[src/rtl/madp_pkg.sv]
`timescale 1ns / 1ps
// ----------------------------------------------------------------------------
// madp_pkg: shared types and constants
// Widths of the word size and shift counts, and the control bundle that
// travels beside the data through the pipeline.
// ----------------------------------------------------------------------------
package madp_pkg;

    // Word size register width, and width of every shift count derived from it.
    localparam int CNT_W = 5;

    // Word size after reset.
    localparam logic [CNT_W-1:0] WORD_LEN_RESET = 5'd16;

    // Control bundle that travels with each beat down the pipeline.
    typedef struct packed {
        logic             valid;
        logic [CNT_W-1:0] n;
    } madp_ctrl_t;

endpackage

[src/rtl/madp_mul_stage.sv]
`timescale 1ns / 1ps
// ----------------------------------------------------------------------------
// madp_mul_stage: first pipeline stage
// Forms the product of the two input differences, merges them for the
// trailing zero count and saturates the word size at the data width.
// ----------------------------------------------------------------------------
module madp_mul_stage #(
    parameter int DATA_WIDTH = 32
) (
    input  logic                              clk,
    input  logic                              rst_n,
    input  logic                              in_valid,
    input  logic [31:0]                       diff_a,
    input  logic [31:0]                       diff_b,
    input  logic [31:0]                       diff_out,
    input  logic [madp_pkg::CNT_W-1:0]        word_len,
    output madp_pkg::madp_ctrl_t              ctrl,
    output logic [DATA_WIDTH-1:0]             prod,
    output logic [DATA_WIDTH-1:0]             diff_c,
    output logic [DATA_WIDTH-1:0]             merged
);
    import madp_pkg::*;

    logic [DATA_WIDTH-1:0] da;
    logic [DATA_WIDTH-1:0] db;
    logic [CNT_W-1:0]      n_sat;
    madp_ctrl_t            ctrl_reg;
    madp_ctrl_t            ctrl_next;
    logic [DATA_WIDTH-1:0] prod_reg;
    logic [DATA_WIDTH-1:0] diff_c_reg;
    logic [DATA_WIDTH-1:0] merged_reg;

    assign da = diff_a[DATA_WIDTH-1:0];
    assign db = diff_b[DATA_WIDTH-1:0];

    // The word size never exceeds the data width.
    always_comb
    begin
        if ({1'b0, word_len} > (CNT_W+1)'(DATA_WIDTH))
        begin
            n_sat = CNT_W'(DATA_WIDTH);
        end
        else
        begin
            n_sat = word_len;
        end
        ctrl_next.valid = in_valid;
        ctrl_next.n     = n_sat;
    end

    always_ff @(posedge clk or negedge rst_n)
    begin
        if (!rst_n)
        begin
            ctrl_reg <= '0;
        end
        else
        begin
            ctrl_reg <= ctrl_next;
        end
    end

    // Trailing zeros of the smaller count equal those of the bitwise OR.
    always_ff @(posedge clk)
    begin
        prod_reg   <= da * db;
        diff_c_reg <= diff_out[DATA_WIDTH-1:0];
        merged_reg <= da | db;
    end

    assign ctrl   = ctrl_reg;
    assign prod   = prod_reg;
    assign diff_c = diff_c_reg;
    assign merged = merged_reg;

endmodule

[src/rtl/madp_tz_stage.sv]
`timescale 1ns / 1ps
// ----------------------------------------------------------------------------
// madp_tz_stage: second pipeline stage
// Counts trailing zeros of the merged differences, saturated at the word
// size, and forms the wrapped residual of the product difference.
// ----------------------------------------------------------------------------
module madp_tz_stage #(
    parameter int DATA_WIDTH = 32
) (
    input  logic                              clk,
    input  logic                              rst_n,
    input  madp_pkg::madp_ctrl_t              ctrl_in,
    input  logic [DATA_WIDTH-1:0]             prod,
    input  logic [DATA_WIDTH-1:0]             diff_c,
    input  logic [DATA_WIDTH-1:0]             merged,
    output madp_pkg::madp_ctrl_t              ctrl,
    output logic [DATA_WIDTH-1:0]             resid,
    output logic [madp_pkg::CNT_W-1:0]        k
);
    import madp_pkg::*;

    logic [DATA_WIDTH-1:0] lowest;
    logic [CNT_W-1:0]      tz;
    logic [CNT_W-1:0]      k_next;
    madp_ctrl_t            ctrl_reg;
    logic [DATA_WIDTH-1:0] resid_reg;
    logic [CNT_W-1:0]      k_reg;

    // Isolate the lowest set bit, then encode its position.
    always_comb
    begin
        lowest = merged & (~merged + DATA_WIDTH'(1));
        tz     = '0;
        for (int i = 0; i < DATA_WIDTH; i++)
        begin
            tz = tz | (lowest[i] ? CNT_W'(i) : '0);
        end
        if ((merged == '0) || (tz >= ctrl_in.n))
        begin
            k_next = ctrl_in.n;
        end
        else
        begin
            k_next = tz;
        end
    end

    always_ff @(posedge clk or negedge rst_n)
    begin
        if (!rst_n)
        begin
            ctrl_reg <= '0;
        end
        else
        begin
            ctrl_reg <= ctrl_in;
        end
    end

    always_ff @(posedge clk)
    begin
        resid_reg <= diff_c - prod;
        k_reg     <= k_next;
    end

    assign ctrl  = ctrl_reg;
    assign resid = resid_reg;
    assign k     = k_reg;

endmodule

[src/rtl/madp_check_stage.sv]
`timescale 1ns / 1ps
// ----------------------------------------------------------------------------
// madp_check_stage: third pipeline stage and output register
// Tests the low bits of the residual and forms the divisor and shift.
// ----------------------------------------------------------------------------
module madp_check_stage #(
    parameter int DATA_WIDTH = 32
) (
    input  logic                              clk,
    input  logic                              rst_n,
    input  madp_pkg::madp_ctrl_t              ctrl_in,
    input  logic [DATA_WIDTH-1:0]             resid,
    input  logic [madp_pkg::CNT_W-1:0]        k,
    output logic                              done,
    output logic                              possible,
    output logic [31:0]                       common_divisor,
    output logic [madp_pkg::CNT_W-1:0]        prob_shift
);
    import madp_pkg::*;

    logic [DATA_WIDTH-1:0] low_mask;
    logic                  ok_next;
    logic [CNT_W-1:0]      shift_next;
    logic                  done_reg;
    logic                  possible_reg;
    logic [31:0]           divisor_reg;
    logic [CNT_W-1:0]      shift_reg;

    // A shift of the full data width wraps the mask round to all ones.
    always_comb
    begin
        low_mask   = (DATA_WIDTH'(1) << k) - DATA_WIDTH'(1);
        ok_next    = ((resid & low_mask) == '0);
        shift_next = ok_next ? (ctrl_in.n - k) : '0;
    end

    always_ff @(posedge clk or negedge rst_n)
    begin
        if (!rst_n)
        begin
            done_reg <= 1'b0;
        end
        else
        begin
            done_reg <= ctrl_in.valid;
        end
    end

    always_ff @(posedge clk)
    begin
        possible_reg <= ok_next;
        divisor_reg  <= 32'd1 << k;
        shift_reg    <= shift_next;
    end

    assign done           = done_reg;
    assign possible       = possible_reg;
    assign common_divisor = divisor_reg;
    assign prob_shift     = shift_reg;

endmodule

[src/rtl/mul_add_difference_probability.sv]
`timescale 1ns / 1ps
// ----------------------------------------------------------------------------
// mul_add_difference_probability: additive differential probability of
// modular multiplication, as a three-stage pipeline.
// A beat accepted on start passes through the multiply, trailing zero and
// check stage registers onto the ports, marked by done; throughput is one
// beat a cycle, since every stage advances on every cycle.
// busy is held low, since the receiver cannot stall and nothing waits.
// Reset clears the stage valid bits and sets the word size to 16.
// ----------------------------------------------------------------------------
module mul_add_difference_probability #(
    parameter int DATA_WIDTH = 32
) (
    input  logic                              clk,
    input  logic                              rst_n,
    input  logic                              start,
    output logic                              busy,
    input  logic                              cfg_wr_en,
    input  logic [madp_pkg::CNT_W-1:0]        cfg_wr_data,
    input  logic [31:0]                       diff_a,
    input  logic [31:0]                       diff_b,
    input  logic [31:0]                       diff_out,
    output logic                              done,
    output logic                              possible,
    output logic [31:0]                       common_divisor,
    output logic [madp_pkg::CNT_W-1:0]        prob_shift
);
    import madp_pkg::*;

    // The word size register is sampled with every accepted beat, and the
    // saturated value then travels down the pipeline beside the data.
    logic [CNT_W-1:0]      word_len_reg;
    logic [CNT_W-1:0]      word_len_next;
    logic                  accept;

    madp_ctrl_t            a_ctrl;
    logic [DATA_WIDTH-1:0] a_prod;
    logic [DATA_WIDTH-1:0] a_diff_c;
    logic [DATA_WIDTH-1:0] a_merged;

    madp_ctrl_t            b_ctrl;
    logic [DATA_WIDTH-1:0] b_resid;
    logic [CNT_W-1:0]      b_k;

    // Every stage moves on each cycle, so a new beat may always enter.
    assign busy   = 1'b0;
    assign accept = start && !busy;

    always_comb
    begin
        word_len_next = cfg_wr_en ? cfg_wr_data : word_len_reg;
    end

    always_ff @(posedge clk or negedge rst_n)
    begin
        if (!rst_n)
        begin
            word_len_reg <= WORD_LEN_RESET;
        end
        else
        begin
            word_len_reg <= word_len_next;
        end
    end

    // First stage: the product and the merged differences.
    madp_mul_stage #(
        .DATA_WIDTH (DATA_WIDTH)
    ) u_mul (
        .clk       (clk),
        .rst_n     (rst_n),
        .in_valid  (accept),
        .diff_a    (diff_a),
        .diff_b    (diff_b),
        .diff_out  (diff_out),
        .word_len  (word_len_reg),
        .ctrl      (a_ctrl),
        .prod      (a_prod),
        .diff_c    (a_diff_c),
        .merged    (a_merged)
    );

    // Second stage: the saturated trailing zero count and the residual.
    madp_tz_stage #(
        .DATA_WIDTH (DATA_WIDTH)
    ) u_tz (
        .clk     (clk),
        .rst_n   (rst_n),
        .ctrl_in (a_ctrl),
        .prod    (a_prod),
        .diff_c  (a_diff_c),
        .merged  (a_merged),
        .ctrl    (b_ctrl),
        .resid   (b_resid),
        .k       (b_k)
    );

    // Third stage: the divisibility test, registered straight onto the ports.
    madp_check_stage #(
        .DATA_WIDTH (DATA_WIDTH)
    ) u_check (
        .clk            (clk),
        .rst_n          (rst_n),
        .ctrl_in        (b_ctrl),
        .resid          (b_resid),
        .k              (b_k),
        .done           (done),
        .possible       (possible),
        .common_divisor (common_divisor),
        .prob_shift     (prob_shift)
    );

    // A beat in the first stage reaches the second on the next edge.
    a_to_b_chk: assert property (@(posedge clk) disable iff (!rst_n)
        a_ctrl.valid |=> b_ctrl.valid)
        else $error("beat lost between first and second stage");

    // A beat in the second stage is delivered on the next edge.
    b_to_out_chk: assert property (@(posedge clk) disable iff (!rst_n)
        b_ctrl.valid |=> done)
        else $error("beat lost before the output register");

    // The divisor is always a single power of two.
    divisor_chk: assert property (@(posedge clk) disable iff (!rst_n)
        done |-> $onehot(common_divisor))
        else $error("common divisor is not a power of two");

    // An impossible transition reports no shift.
    shift_chk: assert property (@(posedge clk) disable iff (!rst_n)
        (done && !possible) |-> (prob_shift == '0))
        else $error("shift given for an impossible transition");

endmodule
[config.mk]
export PLATFORM = sky130hd
export DESIGN_NAME = mul_add_difference_probability
export DESIGN_NICKNAME = d
export VERILOG_FILES = /design/src/rtl/madp_pkg.sv /design/src/rtl/madp_mul_stage.sv /design/src/rtl/madp_tz_stage.sv /design/src/rtl/madp_check_stage.sv /design/src/rtl/mul_add_difference_probability.sv
export SDC_FILE = /design/constraint.sdc
export NUM_CORES = 1
export LEC_CHECK = 0
export BUFFER_PORTS_ARGS = -buffer_cell sky130_fd_sc_hd__buf_2
export CAP_MARGIN = 5
export CORE_MARGIN = 5
export CORE_UTILIZATION = 40
export CTS_CLUSTER_DIAMETER = 120
export DETAILED_ROUTE_END_ITERATION = 10
export PLACE_DENSITY = 0.56
export SLEW_MARGIN = 20
export SYNTH_ARGS = -nofsm -noshare
export SYNTH_HDL_FRONTEND = slang
export SYNTH_SLANG_ARGS = --single-unit
export TNS_END_PERCENT = 20
[constraint.sdc]
create_clock -name clk -period 6.1 [get_ports clk]
set_input_delay 1.83 -clock clk [delete_from_list [all_inputs] [get_ports clk]]
set_output_delay 1.83 -clock clk [all_outputs]
set_load 0.03 [all_outputs]
==> summary.txt <==
Drt
  • Routed len/inst: 18.3 µm
  • Antenna viol nets, final: 0
  • Residual DRC: 0
  • Routed via count: 16643
  • DRT Pass-1 Iters: 5
  • Vias/cell: 4.84
  • Drt total wl: 62.8 mm
  • Detailed router's first-iteration violation count: 813

Yosys
  • Mapped Nets: 3062
  • Sequential share of the synthesized area: 17.1%
  • Post-synth EDFFs: 0
  • Top_reg_cell synth: dfxtp_1
  • Cell variety after synth: 62
  • Area leader, netlist: fa_1
  • Asr flop ratio synth: 9.68%
  • Post-Syn Area: 22400 µm²
  • Yosys warns: 0
  • Top post-synthesis cells by area: fa_1 (37%), dfxtp_1 (15%), and2_1 (10%)
  • Most frequent cell after synthesis: inv_1
  • Post-synth top cells: inv_1 (431), fa_1 (410), and2_1 (363), nand2_1 (180), dfxtp_1 (168)
  • Synth top area share: 36.7%
  • Synth Instances: 2383
  • Syn avg cell area: 9.39 µm²
  • Register bit total from synthesis: 186

STA
  • Fmax: 125 MHz
  • # setup viols final: 22
  • Fin. Hold Viols: 0
  • Setup_tns: -24.86 ns
  • Minimum clock period after layout: 8.03 ns
  • Final WS setup: -1.93 ns
  • RSZ-0062 raised after global routing: yes
  • Tightest Pin Transition: 0.692 ns
  • Slew Limit Fails: 0
  • Fin crit share: 132%
  • Clock skew: 0.0146 ns
  • Rel. slew slack: 53.9%
  • Worst hold margin: 0.355 ns

Clock network
  • Cts bufs inserted: 17
  • # hold bufs at CTS: 0
  • Clock root buffer: clkbuf_16
  • Clock sinks: 186
  • Worst-skew pair later-pin latency: 0.46 ns
  • CTS tree: done
  • Clk slew on worst S/H paths: 0.07 ns
  • H-tree depth: 4
  • Clock buffer depth: 2

Hold path
  • Hold-critical path depth: 0
  • Class of the worst hold path: flop to flop
  • HP Start: u_mul.ctrl[5]$_DFF_PN0_

Critical path
  • Largest fanout on the critical path: 4
  • Critical Path AT: 8.36 ns
  • Worst Setup SP: diff_a[11]
  • CP Data Required Time: 6.43 ns
  • Reg2reg path depth: 11
  • Crit path kind: input port to flop
  • Reg2reg start: u_tz.k[2]$_DFF_P_
  • Worst setup SP type: input port
  • CP Capture Type: flop

Outcome
  • Failing checks: setup timing
  • Outcome: complete, but fails checks

Global routing
  • First-pass GRT wire length: 99.3 mm
  • Layer with the highest usage: met2
  • Overflow after GRT: 0
  • Routing usage on met3: 2.38%
  • GRT met1 Usage: 28.2%
  • Met2 Usage GRT: 36.3%
  • Largest net degree at the start of global routing: 33
  • Number of global-route vias before repair: 17794
  • Antenna violations before repair: 4
  • GRT Total Usage: 21.0%

Die
  • Num rows: 86
  • IO Pins: 145
  • Die Ht: 246 µm
  • CORE AREA: 55200 µm²
  • Initial Utilization: 40.5%
  • Die area: 60800 µm²
  • Die width: 246 µm

Final layout
  • Layout overhead on the synthesized area: 19.6%
  • Layout cells sized above 1: 20.4%
  • Fillers: 5232
  • Layout Nets: 3352

Place
  • PortBufs: 142
  • Pre-CTS setup slack: -2.53 ns
  • DP HPWL: 53.8 mm
  • Final GP Congestion: 0.906

Flow run
  • Max-cap viol count: 0
==> cell type report <==
cell class / instances / area (µm²) / share of cell area [%]
Antenna cell: 2 / 5.00 / 0.0187
Clock buffer: 18 / 450 / 1.68
Clock inverter: 14 / 194 / 0.725
Inverter: 432 / 1620 / 6.06
Multi-Input combinational cell: 1656 / 17000 / 63.7
Sequential cell: 186 / 3810 / 14.3
Tap cell: 748 / 936 / 3.50
Timing Repair Buffer: 380 / 2700 / 10.1
==> metal layers <==
layer,part of all wire (%),vias up
li1,-,7826
met1,43,8365
met4,2.2,2
met2,50,390
met5,0.011,-
met3,5.0,60
==> placed cells by master (no fill, tap or decap), types with 8 or more instances in the layout <==
master     Yosys  routed
a21o_1        20      20
a21oi_1       81      68
a21oi_2        0      13
a31oi_1        8       8
and2_1       363     353
and2_4         0      10
buf_2          0     128
buf_4          1     222
buf_6          1      22
clkbuf_16      0      18
dfrtp_1       17      17
dfxtp_1      168     168
fa_1         410     391
fa_2           0      19
ha_1         164     145
ha_4           0      18
inv_1        431     427
nand2_1      180     178
nand2b_1      12      12
nand3_1       12      12
nor2_1        98      95
nor2b_1        8       8
nor3_1        28      26
nor4_1        10      10
o21a_1        14      14
o21ai_0       50      43
o21bai_1       8       8
or2_2         36      36
xnor2_1       39      34
xor2_1        17      16
==> critical path, stage by stage <==
cell and delay (ns):
buf_8 0.11, and2_4 0.15, fa_1 0.55, fa_1 0.44, fa_1 0.51, inv_2 0.04, fa_1 0.56, inv_2 0.05
fa_1 0.49, inv_2 0.04, fa_1 0.49, inv_2 0.04, fa_1 0.48, fa_2 0.52, ha_4 0.18, a211o_1 0.29
a2111oi_4 0.28, o21ai_2 0.13, a2111oi_4 0.44, o31ai_4 0.17, a2111oi_4 0.35, nor3_2 0.07, xor2_1 0.14
==> worst paths after layout <==
check	end	slack [ns]
worst min-delay path	u_tz.ctrl[5]$_DFF_PN0_	0.36
worst max register to register	u_check.prob_shift[4]$_SDFF_PN0_	2.41
min in group asynchronous	u_tz.ctrl[5]$_DFF_PN0_	1.29
max in group asynchronous	word_len_reg[4]$_DFFE_PN1P_	4.50
worst max-delay path	u_mul.prod[29]$_DFF_P_	-1.93
worst min register to register	u_tz.ctrl[5]$_DFF_PN0_	0.36
==> cell families after synthesis <==
group,Yosys count,share of synthesized area [%]
and+or+nand+nor,774,18.4
adders and majority gates,574,45.9
buffers and inverters,541,9.13
AOI/OAI and AO/OA,245,7.06
DFF,186,17.1
xor gates and xnor gates,56,2.19
muxes,6,0.302
other,1,0.0168
==> per-stage QoR <==
stage	utilization [%]	cell area [µm²]	instances
after floorplan	-	22400	2383
after global placement	46.0	25400	3393
after detailed placement	46.0	25400	3393
after CTS	47.8	26400	3430
after global routing	48.5	26800	3435
final	48.5	26800	3436
==> what timing repair did <==
action / CTS / global route
gates cloned: 0 / 0
pin swaps: 51 / 61
setup endpoints to repair: 22 / 22
setup buffers: 5 / 6
resized for setup: 81 / 68
Power is not shown: default switching activity piles up to over one toggle a cycle in this logic, so the estimate is an artifact.
